`config.mk`:
```
export PLATFORM = sky130hd
export DESIGN_NAME = integer_to_radix_ascii_core_flat
export DESIGN_NICKNAME = d
export VERILOG_FILES = /design/src/hdl/itoa_pkg.sv /design/src/hdl/itoa_cfg_if.sv /design/src/hdl/itoa_num_if.sv /design/src/hdl/itoa_char_if.sv /design/src/hdl/itoa_ram.sv /design/src/hdl/integer_to_radix_ascii_core.sv /design/src/flat_wrapper.sv
export SDC_FILE = /design/constraint.sdc
export NUM_CORES = 1
export LEC_CHECK = 0
export ABC_AREA = 1
export BUFFER_PORTS_ARGS = -buffer_cell sky130_fd_sc_hd__buf_2
export CAP_MARGIN = 30
export CORE_ASPECT_RATIO = 2
export CORE_MARGIN = 4
export CORE_UTILIZATION = 34
export CTS_BUF_LIST = sky130_fd_sc_hd__clkbuf_2 sky130_fd_sc_hd__clkbuf_4 sky130_fd_sc_hd__clkbuf_8
export CTS_CLUSTER_DIAMETER = 50
export CTS_CLUSTER_SIZE = 8
export DETAILED_ROUTE_END_ITERATION = 12
export PLACE_DENSITY = 0.5
export SETUP_SLACK_MARGIN = 0.4
export SYNTH_ARGS = -nofsm -noshare
export SYNTH_HDL_FRONTEND = slang
export SYNTH_SLANG_ARGS = --single-unit
```
`constraint.sdc`:
```
create_clock -name clk_i -period 8.2 [get_ports clk_i]
set_input_delay 1.23 -clock clk_i [delete_from_list [all_inputs] [get_ports clk_i]]
set_output_delay 1.23 -clock clk_i [all_outputs]
set_load 0.01 [all_outputs]
```
`src/hdl/itoa_pkg.sv`:
```
// ----------------------------------------------------------------------------
// itoa_pkg
// Shared widths, character codes and digit glyph lookup for the
// integer to radix ASCII converter.
// ----------------------------------------------------------------------------
package itoa_pkg;

  localparam int unsigned NUM_W       = 32;
  localparam int unsigned RADIX_W     = 6;
  localparam int unsigned CHAR_W      = 8;
  localparam int unsigned DIGIT_W     = 6;
  localparam int unsigned DIGIT_SLOTS = 32;

  // quotient bits produced per cycle by the shared divide step
  localparam int unsigned STEP_BITS   = 4;
  localparam int unsigned STEPS       = NUM_W / STEP_BITS;

  localparam logic [RADIX_W-1:0] RADIX_RESET = RADIX_W'(10);
  localparam logic [RADIX_W-1:0] RADIX_MIN   = RADIX_W'(2);
  localparam logic [RADIX_W-1:0] RADIX_MAX   = RADIX_W'(36);

  localparam logic [CHAR_W-1:0] CHAR_MINUS = 8'h2d;
  localparam logic [CHAR_W-1:0] CHAR_ZERO  = 8'h30;
  localparam logic [CHAR_W-1:0] CHAR_A     = 8'h61;
  localparam logic [CHAR_W-1:0] CHAR_NONE  = 8'h00;

  localparam logic [DIGIT_W-1:0] DIGIT_TEN = DIGIT_W'(10);
  localparam logic [DIGIT_W-1:0] DIGIT_END = DIGIT_W'(36);

  // '0'-'9' then 'a'-'z'; codes past 'z' map to zero
  function automatic logic [CHAR_W-1:0] glyph(input logic [DIGIT_W-1:0] d);
    logic [CHAR_W-1:0] c;
    if (d < DIGIT_TEN) begin
      c = CHAR_ZERO + CHAR_W'(d);
    end else if (d < DIGIT_END) begin
      c = CHAR_A + CHAR_W'(d - DIGIT_TEN);
    end else begin
      c = CHAR_NONE;
    end
    return c;
  endfunction

endpackage

```
`src/hdl/itoa_cfg_if.sv`:
```
// ----------------------------------------------------------------------------
// itoa_cfg_if
// Radix register write channel.
// ----------------------------------------------------------------------------
interface itoa_cfg_if;
  logic                          valid;
  logic                          ready;
  logic [itoa_pkg::RADIX_W-1:0]  radix;

  modport source (output valid, output radix, input ready);
  modport sink   (input valid, input radix, output ready);
endinterface

```
`src/hdl/itoa_num_if.sv`:
```
// ----------------------------------------------------------------------------
// itoa_num_if
// Input channel: one signed integer per item.
// ----------------------------------------------------------------------------
interface itoa_num_if;
  logic                              valid;
  logic                              ready;
  logic signed [itoa_pkg::NUM_W-1:0] number;

  modport source (output valid, output number, input ready);
  modport sink   (input valid, input number, output ready);
endinterface

```
`src/hdl/itoa_char_if.sv`:
```
// ----------------------------------------------------------------------------
// itoa_char_if
// Output channel: one ASCII character per item.
// ----------------------------------------------------------------------------
interface itoa_char_if;
  logic                         valid;
  logic                         ready;
  logic [itoa_pkg::CHAR_W-1:0]  character;
  logic                         last;
  logic                         empty_res;

  modport source (output valid, output character, output last, output empty_res,
                  input ready);
  modport sink   (input valid, input character, input last, input empty_res,
                  output ready);
endinterface

```
`src/hdl/itoa_ram.sv`:
```
// ----------------------------------------------------------------------------
// itoa_ram
// Generic single write, single read RAM with registered read data.
// ----------------------------------------------------------------------------
module itoa_ram #(
  parameter int unsigned WIDTH = 8,
  parameter int unsigned DEPTH = 32,
  localparam int unsigned AW   = (DEPTH > 1) ? $clog2(DEPTH) : 1
) (
  input  logic             clk_i,
  input  logic             we_i,
  input  logic [AW-1:0]    waddr_i,
  input  logic [WIDTH-1:0] wdata_i,
  input  logic [AW-1:0]    raddr_i,
  output logic [WIDTH-1:0] rdata_o
);

  logic [WIDTH-1:0] mem_q [DEPTH];
  logic [WIDTH-1:0] rdata_q;

  always_ff @(posedge clk_i) begin
    if (we_i) begin
      mem_q[waddr_i] <= wdata_i;
    end
    rdata_q <= mem_q[raddr_i];
  end

  assign rdata_o = rdata_q;

endmodule

```
`src/hdl/integer_to_radix_ascii_core.sv`:
```
// ----------------------------------------------------------------------------
// integer_to_radix_ascii_core
// Signed 32-bit integer to ASCII text in a programmable base (2 to 36).
// ----------------------------------------------------------------------------
// One number is converted at a time; the input is not ready until the last
// character has been taken. Digits come from a shared divide-by-radix unit
// that retires 4 quotient bits per cycle, and digits land least significant
// first in a small RAM. Text then leaves most significant first: a '-' for
// negative input, then each digit passes a RAM read, a load and the output
// handshake, which waits while the output is stalled.
// A base outside 2..36 gives one item with empty_res set.
// The radix register resets to 10 and is always ready for writes.
module integer_to_radix_ascii_core #(
  parameter int unsigned DIGIT_SLOTS = itoa_pkg::DIGIT_SLOTS
) (
  input  logic          clk_i,
  input  logic          rst_ni,
  itoa_cfg_if.sink      cfg_i,
  itoa_num_if.sink      num_i,
  itoa_char_if.source   char_o
);

  localparam int unsigned AW    = (DIGIT_SLOTS > 1) ? $clog2(DIGIT_SLOTS) : 1;
  localparam int unsigned CNT_W = $clog2(DIGIT_SLOTS + 1);
  localparam int unsigned SW    = $clog2(itoa_pkg::STEPS);
  localparam int unsigned NW    = itoa_pkg::NUM_W;
  localparam int unsigned RW    = itoa_pkg::RADIX_W;
  localparam int unsigned DW    = itoa_pkg::DIGIT_W;
  localparam int unsigned SB    = itoa_pkg::STEP_BITS;

  typedef enum logic [4:0] {
    ST_IDLE = 5'b00001,
    ST_DIV  = 5'b00010,
    ST_RD   = 5'b00100,
    ST_LD   = 5'b01000,
    ST_OUT  = 5'b10000
  } state_e;

  state_e                        state_q, state_d;
  logic [RW-1:0]                 radix_q;
  logic [NW-1:0]                 mag_q, mag_d;
  logic [DW-1:0]                 rem_q, rem_d;
  logic [SW-1:0]                 step_q, step_d;
  logic [CNT_W-1:0]              count_q, count_d;
  logic [CNT_W-1:0]              idx_q, idx_d;
  logic                          neg_q, neg_d;
  logic [itoa_pkg::CHAR_W-1:0]   char_q, char_d;
  logic                          last_q, last_d;
  logic                          empty_q, empty_d;

  // shared divide step
  logic [DW-1:0]                 rem_n;
  logic [SB-1:0]                 quo_n;
  logic [DW:0]                   trial;

  logic                          ram_we;
  logic [DW-1:0]                 ram_rdata;
  logic                          in_acc;
  logic                          radix_ok;
  logic [NW-1:0]                 num_u;

  assign cfg_i.ready = 1'b1;
  assign num_i.ready = (state_q == ST_IDLE);
  assign in_acc      = num_i.valid && num_i.ready;
  assign radix_ok    = (radix_q >= itoa_pkg::RADIX_MIN) && (radix_q <= itoa_pkg::RADIX_MAX);
  assign num_u       = NW'(num_i.number);

  assign char_o.valid     = (state_q == ST_OUT);
  assign char_o.character = char_q;
  assign char_o.last      = last_q;
  assign char_o.empty_res = empty_q;

  // restoring division, SB bits of the magnitude per cycle
  always_comb begin
    rem_n = rem_q;
    quo_n = '0;
    trial = '0;
    for (int k = 0; k < SB; k++) begin
      trial = {rem_n, mag_q[NW-1-k]};
      if (trial >= (DW+1)'(radix_q)) begin
        rem_n          = DW'(trial - (DW+1)'(radix_q));
        quo_n[SB-1-k]  = 1'b1;
      end else begin
        rem_n = trial[DW-1:0];
      end
    end
  end

  always_comb begin
    state_d = state_q;
    mag_d   = mag_q;
    rem_d   = rem_q;
    step_d  = step_q;
    count_d = count_q;
    idx_d   = idx_q;
    neg_d   = neg_q;
    char_d  = char_q;
    last_d  = last_q;
    empty_d = empty_q;
    ram_we  = 1'b0;

    case (state_q)
      ST_IDLE: begin
        if (in_acc) begin
          if (!radix_ok) begin
            char_d  = itoa_pkg::CHAR_NONE;
            last_d  = 1'b1;
            empty_d = 1'b1;
            state_d = ST_OUT;
          end else begin
            neg_d   = num_u[NW-1];
            mag_d   = num_u[NW-1] ? (NW'(0) - num_u) : num_u;
            rem_d   = '0;
            step_d  = '0;
            count_d = '0;
            state_d = ST_DIV;
          end
        end
      end

      ST_DIV: begin
        mag_d  = {mag_q[NW-SB-1:0], quo_n};
        rem_d  = rem_n;
        step_d = step_q + SW'(1);
        if (step_q == SW'(itoa_pkg::STEPS - 1)) begin
          rem_d = '0;
          // digits beyond the store are dropped
          if (count_q < CNT_W'(DIGIT_SLOTS)) begin
            ram_we  = 1'b1;
            count_d = count_q + CNT_W'(1);
          end
          if (mag_d == '0) begin
            idx_d = count_d;
            if (neg_q) begin
              char_d  = itoa_pkg::CHAR_MINUS;
              last_d  = 1'b0;
              empty_d = 1'b0;
              state_d = ST_OUT;
            end else begin
              state_d = ST_RD;
            end
          end
        end
      end

      ST_RD: begin
        state_d = ST_LD;
      end

      ST_LD: begin
        char_d  = itoa_pkg::glyph(ram_rdata);
        last_d  = (idx_q == CNT_W'(1));
        empty_d = 1'b0;
        idx_d   = idx_q - CNT_W'(1);
        state_d = ST_OUT;
      end

      ST_OUT: begin
        if (char_o.ready) begin
          state_d = last_q ? ST_IDLE : ST_RD;
        end
      end

      default: begin
        state_d = ST_IDLE;
      end
    endcase
  end

  itoa_ram #(
    .WIDTH (DW),
    .DEPTH (DIGIT_SLOTS)
  ) u_digit_ram (
    .clk_i   (clk_i),
    .we_i    (ram_we),
    .waddr_i (AW'(count_q)),
    .wdata_i (rem_n),
    .raddr_i (AW'(idx_q - CNT_W'(1))),
    .rdata_o (ram_rdata)
  );

  always_ff @(posedge clk_i or negedge rst_ni) begin
    if (!rst_ni) begin
      state_q <= ST_IDLE;
      radix_q <= itoa_pkg::RADIX_RESET;
      step_q  <= '0;
      count_q <= '0;
      idx_q   <= '0;
      neg_q   <= 1'b0;
      mag_q   <= '0;
    end else begin
      state_q <= state_d;
      step_q  <= step_d;
      count_q <= count_d;
      idx_q   <= idx_d;
      neg_q   <= neg_d;
      mag_q   <= mag_d;
      if (cfg_i.valid && cfg_i.ready) begin
        radix_q <= cfg_i.radix;
      end
    end
  end

  always_ff @(posedge clk_i) begin
    rem_q   <= rem_d;
    char_q  <= char_d;
    last_q  <= last_d;
    empty_q <= empty_d;
  end

endmodule
```
`src/flat_wrapper.sv`:
```
// flat-port wrapper written by rule: the top's interface ports become plain ports
module integer_to_radix_ascii_core_flat 
#(
  parameter int unsigned DIGIT_SLOTS = itoa_pkg::DIGIT_SLOTS
)
  (clk_i, rst_ni, cfg_i_valid, cfg_i_radix, cfg_i_ready, num_i_valid, num_i_number, num_i_ready, char_o_valid, char_o_character, char_o_last, char_o_empty_res, char_o_ready);
  itoa_cfg_if cfg_i_i ();
  itoa_num_if num_i_i ();
  itoa_char_if char_o_i ();
  input  logic clk_i;
  input  logic rst_ni;
  input wire logic [$bits(cfg_i_i.valid)-1:0] cfg_i_valid;
  input wire logic [$bits(cfg_i_i.radix)-1:0] cfg_i_radix;
  output wire logic [$bits(cfg_i_i.ready)-1:0] cfg_i_ready;
  input wire logic [$bits(num_i_i.valid)-1:0] num_i_valid;
  input wire logic [$bits(num_i_i.number)-1:0] num_i_number;
  output wire logic [$bits(num_i_i.ready)-1:0] num_i_ready;
  output wire logic [$bits(char_o_i.valid)-1:0] char_o_valid;
  output wire logic [$bits(char_o_i.character)-1:0] char_o_character;
  output wire logic [$bits(char_o_i.last)-1:0] char_o_last;
  output wire logic [$bits(char_o_i.empty_res)-1:0] char_o_empty_res;
  input wire logic [$bits(char_o_i.ready)-1:0] char_o_ready;
  assign cfg_i_i.valid = cfg_i_valid;
  assign cfg_i_i.radix = cfg_i_radix;
  assign cfg_i_ready = cfg_i_i.ready;
  assign num_i_i.valid = num_i_valid;
  assign num_i_i.number = num_i_number;
  assign num_i_ready = num_i_i.ready;
  assign char_o_valid = char_o_i.valid;
  assign char_o_character = char_o_i.character;
  assign char_o_last = char_o_i.last;
  assign char_o_empty_res = char_o_i.empty_res;
  assign char_o_i.ready = char_o_ready;
  integer_to_radix_ascii_core #(.DIGIT_SLOTS(DIGIT_SLOTS)) u_core (.clk_i(clk_i), .rst_ni(rst_ni), .cfg_i(cfg_i_i), .num_i(num_i_i), .char_o(char_o_i));
endmodule
```
==> run summary, run 1 <==
The path with the worst hold slack has its endpoint at u_core.step_q[0]. Count of flip-flops with a built-in enable after synthesis: 208. The tools report the reg-to-reg setup timing slack as 970 ps.

The startpoint identified for the worst hold timing path is u_core.step_q[0]. STA classifies the critical path startpoint as a flip-flop. The mapped cell area was 0.0137 sq mm. In the synthesized netlist the async set-or-reset flop fraction comes to 21.6%. The top achievable clock speed came out at 138 MHz. Final hold violation count: 0. Summed over its instances, the top area cell type makes up 45.6% of the synthesized netlist area. In this run the number of H-tree levels came out at 2. After synthesis, the mean cell area works out to 10.1 sq um. In this design, the critical path's most frequently occurring cell is nand2_1. The tree built by TritonCTS fans out to 273 sinks. The floorplan has 103 rows. The logs give 0.0145 sq mm for the cell area after placement and 3 for the number of buffers between clock root and the deepest sink. The delay of the slowest cell on the worst path came out at 610 ps. The die covers 0.0438 sq mm. Once detailed placement completed, the half-perimeter wirelength came to 28,300 microns.

After clock tree synthesis, the clock-pin slew on the worst setup and hold paths is 70 ps. Yosys instantiated no cell more often than nor2_1. For the max-capacitance violation count, the log shows 0. The tools report the worst flop-to-flop path endpoint as u_core.u_digit_ram.mem_q[17][0].

The tools report the type of destination of the critical path as a flip-flop. TritonCTS created 40 clock buffers. Worst slack after detailed placement: 665 ps.

The run finished with clean final reports. The final standard cell count with taps included and fillers excluded was 1,972. The area added between synthesis and finish was 12.5%. The horizontal die dimension works out to 150 microns. The required time at the worst-slack endpoint came out at 8470 ps. Category of the critical setup timing path: reg -> reg. In the final layout, flip-flops and latches occupy 0.00785 sq mm. After routing the design area is 0.0154 sq mm.

Post-route minimum period: 7230 ps. The tools report the number of setup violations in the final report as 0. In this run the remaining antenna-violating nets after routing total 0. At the pin with the least slew margin, the transition time is 939 ps. By area the synthesized netlist is led by edfxtp_1 46%, dfrtp_1 10%, nor2_1 5.9%.

During synthesis, Yosys emitted a total of 0 warnings. In this run the clock root is driven by a clkbuf_8. Counting distinct cell types in the post-synthesis netlist gives 58. The initial utilization of the core area, before any placement, comes to 34.5%. The fraction of final layout cells sized beyond drive strength 1 came out at 13.0%.

Summed over all failing endpoints, the final setup total negative slack is 0 ps. The min-delay analysis places its worst path in the category reg -> reg. The logs give 10,600 for the number of global-route vias before repair and 560 ps for the clock latency on the worst-skew pair. The fill cell instance count of the final layout is 4,054.

Global routing consumed, over all layers together, 18.2% of the routing resources. In this run the count of I/O pins placed on the die edge is 56. TritonCTS built the clock tree. The ratio of final minimum period to clock period is 88.1%, and the net count of the finished layout is 1,508.

The net count after synthesis was 1,446. Measured against its own limit, the worst slew margin works out to 37.4%. Counting instances in the post-synthesis netlist gives the leading cell types as 214 x nor2_1, 208 x edfxtp_1, 183 x nand2_1. After detailed routing, the average wire length per cell comes to 20.2 microns.

In this run the critical register-to-register path is launched from u_core.radix_q[1]. The library cell with the largest summed area after synthesis was edfxtp_1. The hold-critical path depth is 1. Counting tap cells, the placed design contains a total of 1,898 instances.

Setup repair after global routing left no endpoint under its margin. On the critical path, the stage with the largest delay is an instance of dfstp_2. Of the synthesized area, sequential elements account for 57.3%. The logs give 972 ps for the slack of the critical path and 61,100 microns for the first-pass GRT wire length. After global routing the overflow that remains totals 0.

Using the TritonRoute via totals, the vias-per-cell ratio works out to 5.18. Of all nets on the critical path, the largest fanout is 16. The final layout contains routed wiring with a total length of 39,900 microns. For this run, design rule violations remaining after detail routing come to 0. For the worst setup path, the data arrival time is 7500 ps. For this run, the detailed router's first-pass iteration total came to 5.

For this design, the CTS-stage hold fixing added 0 buffers. From bottom edge to top edge, the die measures 292 microns. Number of max-slew violations in the final report: 0. For this run, the leading register cell type out of synthesis is edfxtp_1. The total number of vias was 10,200; the setup skew after layout was 24.1 ps. The area used by multi-input combinational logic is 0.00517 sq mm. For the number of antenna violations at the first check in global routing, the log shows 1. In this run, the number of DRC markers left after iteration 0 of detailed routing was 580.

The congestion estimate from routability-driven global placement came to 0.910. Number of standard cells after synthesis: 1,360. The length in cells of the worst reg-to-reg path is 42, and the maximum number of pins on one net before global-route repair is 63.

The run gives 0.0397 sq mm as the core box area. After synthesis the netlist holds a flip-flop and latch count of 273. Buffers placed on the I/O ports in this run total 54.
## kinds of logic (layout without fill, tap and decap cells)
family                   after synthesis  in the layout  share of synthesized area [%]
adder cells (fa/ha/maj)               43             43                           4.15
AND/OR/NAND/NOR                      500            500                           15.6
flip-flops                           273            273                           57.3
multiplexers                          21             21                           1.53
other                                  1              2                         0.0274
XOR/XNOR                              37             37                           2.36
AO/OA/AOI/OAI                        298            298                           13.8
buffers and inverters                187            273                           5.21
## registers in the layout, indices dropped and copies added (netlist names)
name                        cells
u_core.rem_q                    6
u_core.neg_q                    1
u_core.mag_q                   32
u_core.state_q                  5
u_core.char_o.last              1
u_core.char_o.character         8
u_core.u_digit_ram.rdata_o      6
u_core.radix_q                  6
u_core.idx_q                    6
u_core.step_q                   3
u_core.count_q                  6
u_core.char_o.empty_res         1
u_core.u_digit_ram.mem_q      192
## how the worst max path moves through the flow
stage,cells past startpoint,start,to
after detailed placement,40,u_core.radix_q[1],u_core.u_digit_ram.mem_q[8][0]
after global placement,40,u_core.radix_q[1],u_core.u_digit_ram.mem_q[9][0]
after floorplan,40,u_core.radix_q[1],u_core.char_o.character[0]
after global routing,41,u_core.radix_q[1],u_core.char_o.character[2]
after CTS,40,u_core.radix_q[1],u_core.u_digit_ram.mem_q[2][0]
final,42,u_core.radix_q[1],u_core.u_digit_ram.mem_q[17][0]
## placed cells by master (no fill, tap or decap), types with 4 or more instances in the layout
master / netlist / final
a21oi_1: 34 / 33
a31oi_1: 8 / 8
buf_2: 7 / 54
buf_4: 1 / 24
clkbuf_4: 0 / 21
clkbuf_8: 0 / 43
dfrtp_1: 56 / 55
dfxtp_1: 6 / 6
edfxtp_1: 208 / 208
fa_1: 4 / 4
ha_1: 39 / 37
inv_1: 120 / 118
inv_2: 7 / 7
mux2i_1: 21 / 21
nand2_1: 183 / 183
nand2_2: 7 / 7
nand3_1: 39 / 39
nand4_1: 16 / 16
nor2_1: 214 / 214
nor3_1: 11 / 11
nor4_1: 11 / 10
o211ai_1: 27 / 27
o21ai_0: 137 / 136
o221ai_1: 35 / 35
o22ai_1: 6 / 6
o32ai_1: 29 / 29
xnor2_1: 10 / 10
xor2_1: 27 / 27
## worst max-delay path, delay by kind of cell (launching register included)
family	cells	cell delay, ps
compound gates	10	1890
fa+ha+maj	4	1250
buf+inv	7	880
flops	1	610
simple gates	21	2270
## cell type report
type,instances,area share [%]
timing repair buffer,78,2.92
clock inverter,2,0.252
antenna,1,0.0162
multi-input combinational,900,33.6
clock buffer,64,4.86
inverter,128,3.17
sequential,273,50.9
timing repair inverter,1,0.0487
tap,525,4.26
## per-stage QoR
| step | utilization, % | hold slack [ps] |
|---|---|---|
| after floorplan | - | 464 |
| after global placement | 36.6 | 487 |
| after detailed placement | 36.6 | 488 |
| after CTS | 38.6 | 513 |
| after global routing | 38.8 | 530 |
| final | 38.8 | 505 |
## what timing repair did
item / in CTS / in global routing
resized for setup: 0 / 8
setup buffers: 0 / 6
setup endpoints to repair: 0 / 202
## routing by layer
| metal | GRT usage [%] | part of all wire, % |
|---|---|---|
| met4 | 8.94 | 5.6 |
| met1 | 17.4 | 33 |
| met2 | 36.5 | 58 |
| met3 | 2.36 | 3.6 |
| met5 | 0 | 0 |
Power of run 1 is not shown: default switching activity piles up to over one toggle a cycle in this logic, so the estimate is an artifact.
==> run 2, diff against run 1 <==
--- a/config.mk
+++ b/config.mk
@@ -15,6 +15,7 @@
 export CTS_CLUSTER_DIAMETER = 50
 export CTS_CLUSTER_SIZE = 8
 export DETAILED_ROUTE_END_ITERATION = 12
+export MAX_ROUTING_LAYER = met4
 export PLACE_DENSITY = 0.5
 export SETUP_SLACK_MARGIN = 0.4
 export SYNTH_ARGS = -nofsm -noshare
==> run summary, run 2 (synthesis gave the netlist of run 1 again) <==
The port buffer count works out to 54 (unchanged). Among all stages on the critical path, the largest delay is contributed by dfstp_2. The flow ran to the end, and the final reports show no timing, DRC or antenna violations. For the number of clock sinks, the log shows 273 (unchanged).

The most common cell after layout, fill and taps aside was nor2_1. The run gives 10,700 (+0.97%) as the number of global-route vias before repair. STA classifies the critical path startpoint as a flip-flop. First-pass GRT wire length: 60,500 microns (-0.87%). For the worst slack after detailed placement, the log shows 578 ps (-86.4 ps).

TritonCTS built the clock tree. The run gives 5 (unchanged) as the number of detailed-routing iterations run before antenna repair. Top register by number of flip-flops: u_core.u_digit_ram.mem_q. The run gives 3 (unchanged) as the number of buffers between clock root and the deepest sink. For the post-cts hold buffer count, the log shows 0 (unchanged). The number of levels the H-tree was split into was 2 (unchanged). The critical path is of the reg -> reg type. The setup TNS was 0 ps (unchanged); the fraction of final layout cells sized beyond drive strength 1 was 12.9% (-0.069 points). Final hold violation count: 0 (unchanged).

The worst setup path is captured at a flip-flop. The run gives 22.6 ps (-1.45 ps) as the setup skew after layout. For the required time at the worst-slack endpoint, the log shows 8490 ps (+20 ps). Compared with the post-synthesis result, the final layout area differs by 12.2%. The estimated wirelength of the detail-placed design is 28,300 microns (about the same).

The max-capacitance violation count was 0 (unchanged). The tightest min-delay check is of the reg -> reg type. Critical path's most frequent cell: nand2_1.

The logs give 0 (unchanged) for the total global routing overflow and 0.0397 sq mm (unchanged) for the core box area. The run gives 1,508 (unchanged) as the net count of the finished layout. The number of top-level pins was 56 (unchanged); the delay of the slowest cell on the worst path was 600 ps (about the same). The relative slew slack was 34.1% (-3.3 points).

The number of buffers created by CTS was 40 (unchanged); the height of the die was 292 microns (unchanged). The largest fanout on the critical path was 16 (unchanged); the routability congestion estimate from global placement was 0.898 (-1.4%). Cell area after layout: 0.0154 sq mm (-0.26%). The run gives 39,600 microns (-0.71%) as the total length of routed wires.

The wire length per cell after detailed routing is 20.1 microns (-0.71%). The clock slew seen by the registers of the worst setup and hold paths came out at 70 ps (about the same). The number of flip-flops in the largest register was 192 (unchanged); the effective utilization at floorplan was 34.5% (unchanged). The logs give 0 (unchanged) for the number of max-slew violations in the final report and 1,899 (+0.053%) for the number of instances in the placed design. For the number of DRC markers after the initial detailed-route iteration, the log shows 504 (-13%). The horizontal die dimension was 150 microns (unchanged); the number of placement rows was 103 (unchanged). The tools report the total number of vias as 10,200 (-0.56%).

The actual transition at the worst max-transition pin came out at 982 ps (+43.0 ps). The tools report the area enclosed by the die boundary as 0.0438 sq mm (unchanged). Setup repair after global routing left no endpoint under its margin.

The post-detailed-route DRC marker count was 0 (unchanged); the cell area after placement was 0.0145 sq mm (about the same). The number of antenna violations at the first check in global routing is 1 (unchanged), and the maximum number of pins on one net before global-route repair is 79 (+25%). The logs give 7450 ps (-50 ps) for the data arrival time of the worst path and 0 (unchanged) for the number of setup violations in the final report. The ratio of final minimum period to clock period came out at 87.4% (-0.72 points). The total routing usage reported by global routing is 18.6% (+0.42 points), and the clock latency on the worst-skew pair is 570 ps (about the same). The number of nets with antenna violations after detailed routing came out at 0 (unchanged). CTS placed an instance of clkbuf_8 at the clock tree root.

The post-route minimum period is 7170 ps (-58.8 ps), and the top achievable clock speed is 139 MHz (+0.82%). In the layout the commonest cells are 214 x nor2_1, 208 x edfxtp_1, 183 x nand2_1, 135 x o21ai_0, 118 x inv_1. The average via count per standard cell is 5.16 (-0.56%). The slack of the critical path is 1030 ps (+58.8 ps), and the final standard cell count with taps included and fillers excluded is 1,972 (unchanged).
run 2: changes by cell type in the layout (fill, tap and decap cells not counted):
cell,delta
clkbuf_4,+1
clkbuf_8,-1
o21ai_0,-1
ha_1,+1
ha_4,-1
clkinv_4,+1
o21ai_1,+1
bufinv_16,-1
run 2: what timing repair did:
action | CTS | global route
buffers inserted | 0 | 5
endpoints found under the setup margin | 0 | 202
endpoints found under the hold margin | 0 | 0
resized for setup | 0 | 7
run 2: critical path, delay by kind of cell (launching register included):
kind	cells	cell delay (ps)
adder cells (fa/ha/maj)	4	1270
buffers and inverters	7	880
AO/OA/AOI/OAI	10	1880
multiplexers	1	250
flip-flops	1	600
AND/OR/NAND/NOR	18	2000
run 2: metal layers:
layer / GRT usage [%] / vias to the layer above / wire [microns]
met3: 2.19 / 85 / 1200
met5: - / - / 0
li1: - / 4928 / -
met1: 17.1 / 4939 / 13200
met4: 8.40 / 0 / 1840
met2: 36.8 / 214 / 23300
run 2: layout make-up:
class | count | area, sq um
repair buffers | 78 | 450
flip-flops and latches | 273 | 7850
diodes | 1 | 2.50
well taps | 525 | 657
inverters | 128 | 488
repair inverters | 1 | 7.51
multi-input cells | 900 | 5160
clock buffers | 64 | 743
clock inverters | 2 | 17.5
fillers | 4107 | 24300
run 2: per-stage QoR:
| stage | utilization [%] | hold WS [ps] |
|---|---|---|
| finish | 38.7 | 507 |
| detailed placement | 36.7 | 486 |
| global route | 38.7 | 532 |
| floorplan | - | 464 |
| CTS | 38.6 | 511 |
| global placement | 36.6 | 487 |
run 2: path summary, 6_finish.rpt:
check	slack, ps	endpoint	start	cells after the start
worst max-delay path	1030	u_core.u_digit_ram.mem_q[11][0]	u_core.radix_q[1]	40
worst min-delay path	510	u_core.step_q[2]	u_core.step_q[2]	1
worst max register to register	1030	u_core.u_digit_ram.mem_q[11][0]	u_core.radix_q[1]	40
worst min register to register	510	u_core.step_q[2]	u_core.step_q[2]	1
max in group asynchronous	6780	u_core.idx_q[0]	rst_ni	2
min in group asynchronous	840	u_core.mag_q[16]	rst_ni	2
Power of run 2 is left out for the same reason.
==> run 3, diff against run 2 <==
--- a/config.mk
+++ b/config.mk
@@ -9,12 +9,12 @@
 export BUFFER_PORTS_ARGS = -buffer_cell sky130_fd_sc_hd__buf_2
 export CAP_MARGIN = 30
 export CORE_ASPECT_RATIO = 2
-export CORE_MARGIN = 4
 export CORE_UTILIZATION = 34
 export CTS_BUF_LIST = sky130_fd_sc_hd__clkbuf_2 sky130_fd_sc_hd__clkbuf_4 sky130_fd_sc_hd__clkbuf_8
 export CTS_CLUSTER_DIAMETER = 50
 export CTS_CLUSTER_SIZE = 8
 export DETAILED_ROUTE_END_ITERATION = 12
+export HOLD_SLACK_MARGIN = 0.15
 export MAX_ROUTING_LAYER = met4
 export PLACE_DENSITY = 0.5
 export SETUP_SLACK_MARGIN = 0.4
==> run summary, run 3 (synthesis gave the netlist of run 1 again) <==
The wire length per cell after detailed routing came out at 20.1 microns (about the same). The delay of the slowest cell on the worst path came out at 610 ps (about the same). Core box area: 0.0396 sq mm (-0.32%).

The number of clock sinks is 273 (unchanged), and the clock slew seen by the registers of the worst setup and hold paths is 70 ps (about the same). The average via count per standard cell was 5.14 (-0.26%); the number of antenna violations at the first check in global routing was 2 (+1). The slowest stage of the critical path is the dfstp_2 cell. The most numerous cell type found on the critical path is nand2_1. The number of setup violations in the final report came out at 0 (unchanged). The number of max-slew violations in the final report is 0 (unchanged), and the post-route minimum period is 7080 ps (-88.8 ps). The tools report the post-detailed-route DRC marker count as 0 (unchanged).

Ranked by flip-flop count, first place goes to u_core.u_digit_ram.mem_q. Number of flip-flops in the largest register: 192 (unchanged). The data arrival time of the worst path came out at 7370 ps (-80 ps). Setup repair after global routing left no endpoint under its margin. The effective utilization at floorplan is 34.6% (+0.11 points).

The ratio of final minimum period to clock period was 86.3% (-1.1 points). The most common cell after layout, fill and taps aside was nor2_1. Final standard cell count with taps included and fillers excluded: 1,965 (-0.35%).

The port buffer count came out at 54 (unchanged). Total global routing overflow: 0 (unchanged). The horizontal die dimension works out to 144 microns (-4.0%). The number of top-level pins came out at 56 (unchanged). The run gives 141 MHz (+1.3%) as the top achievable clock speed. The maximum number of pins on one net before global-route repair came out at 68 (-14%). The endpoint identified for the worst register-to-register timing path is u_core.u_digit_ram.mem_q[21][0]. The number of DRC markers after the initial detailed-route iteration is 540 (+7.1%). The worst hold path belongs to the class reg -> reg.

TritonCTS built the clock tree. The tree is rooted in a clkbuf_8. Number of buffers between clock root and the deepest sink: 3 (unchanged). The tools report the area enclosed by the die boundary as 0.0412 sq mm (-6.0%).

Number of instances in the placed design: 1,902 (+0.16%). The number of placement rows is 103 (unchanged), and the number of levels the H-tree was split into is 2 (unchanged). The tools report the relative slew slack as 35.7% (+1.6 points). The total length of routed wires was 39,500 microns (-0.29%); the setup TNS was 0 ps (unchanged).

The top cell types in the final layout, fill and taps aside, are 214 x nor2_1, 208 x edfxtp_1, 183 x nand2_1, 135 x o21ai_0, 118 x inv_1. The area added between synthesis and finish works out to 11.8%. In this run the worst setup path terminates at u_core.u_digit_ram.mem_q[21][0]. The clock latency on the worst-skew pair was 570 ps (about the same). The net count of the finished layout is 1,510 (+0.13%). In this run the worst setup path begins at u_core.radix_q[1].

The worst setup path is captured at a flip-flop. The number of buffers created by CTS was 40 (unchanged); the number of global-route vias before repair was 10,600 (-0.55%). The estimated wirelength of the detail-placed design came out at 28,200 microns (-0.44%). For the final hold violation count, the log shows 0 (unchanged). The startpoint identified for the worst register-to-register timing path is u_core.radix_q[1]. The run gives 0.906 (+0.94%) as the routability congestion estimate from global placement. The reg-to-reg setup timing slack is 1120 ps (+90 ps), and the largest fanout on the critical path is 15 (-1). The number of nets with antenna violations after detailed routing is 0 (unchanged).

The first-pass GRT wire length was 60,300 microns (-0.35%). For the total routing usage reported by global routing, the log shows 20.5% (+1.9 points). The critical path is of the reg -> reg type. The length in cells of the worst reg-to-reg path came out at 42 (+5.0%). Max-capacitance violation count: 0 (unchanged). The actual transition at the worst max-transition pin came out at 964 ps (-17.4 ps). The flow ran to the end, and the final reports show no timing, DRC or antenna violations. The height of the die was 286 microns (-2.1%). The setup skew after layout came out at 27.5 ps (+4.89 ps). The required time at the worst-slack endpoint was 8490 ps (about the same).

The worst setup path is launched from a flip-flop. The total number of vias is 10,100 (-0.61%), and the number of detailed-routing iterations run before antenna repair is 5 (unchanged). The fraction of final layout cells sized beyond drive strength 1 works out to 12.4% (-0.48 points).
## run 3: how the worst min path moves through the flow
| stage | from | to | slack (ps) | cells past startpoint |
|---|---|---|---|---|
| final | u_core.step_q[1] | u_core.step_q[1] | 510 | 1 |
| after global routing | u_core.step_q[1] | u_core.step_q[1] | 520 | 1 |
| after CTS | u_core.step_q[1] | u_core.step_q[1] | 510 | 1 |
| after detailed placement | u_core.step_q[1] | u_core.step_q[1] | 490 | 1 |
| after global placement | u_core.step_q[1] | u_core.step_q[1] | 490 | 1 |
| after floorplan | u_core.idx_q[1] | u_core.idx_q[1] | 460 | 2 |
## run 3: repair_timing
item,4_1_cts,5_1_grt
buffers inserted,0,4
resized for setup,0,7
endpoints found under the setup margin,0,202
hold buffers,0,0
## run 3: cell type report
cell class              instances  area [sq um]
clock buffers                  51           633
clock inverters                 5          62.6
multi-input cells             900          5160
repair inverters                1          7.51
inverters                     128           488
repair buffers                 80           465
diodes                          2          5.00
flip-flops and latches        273          7850
fillers                      3910         24200
well taps                     525           657
## run 3: through the flow
step	setup slack (ps)	instance area [sq um]	utilization, %	hold slack, ps
after global placement	808	14600	36.8	489
after global routing	412	15300	38.7	522
after detailed placement	637	14600	36.8	492
final	1120	15300	38.7	505
after floorplan	1540	13700	-	464
after CTS	573	15300	38.6	509
## run 3: critical path, delay by kind of cell, from the launching register on
family | cells | cell delay (ps)
AO/OA/AOI/OAI | 10 | 1820
flip-flops | 1 | 610
AND/OR/NAND/NOR | 21 | 2270
buffers and inverters | 7 | 890
adder cells (fa/ha/maj) | 4 | 1210
## run 3: per-layer routing
metal  part of all wire [%]  GRT usage (%)
met5                      0              -
met2                     58           39.8
met4                    5.5           11.3
met1                     34           18.5
met3                    2.8           2.36
Power of run 3 is left out for the same reason.
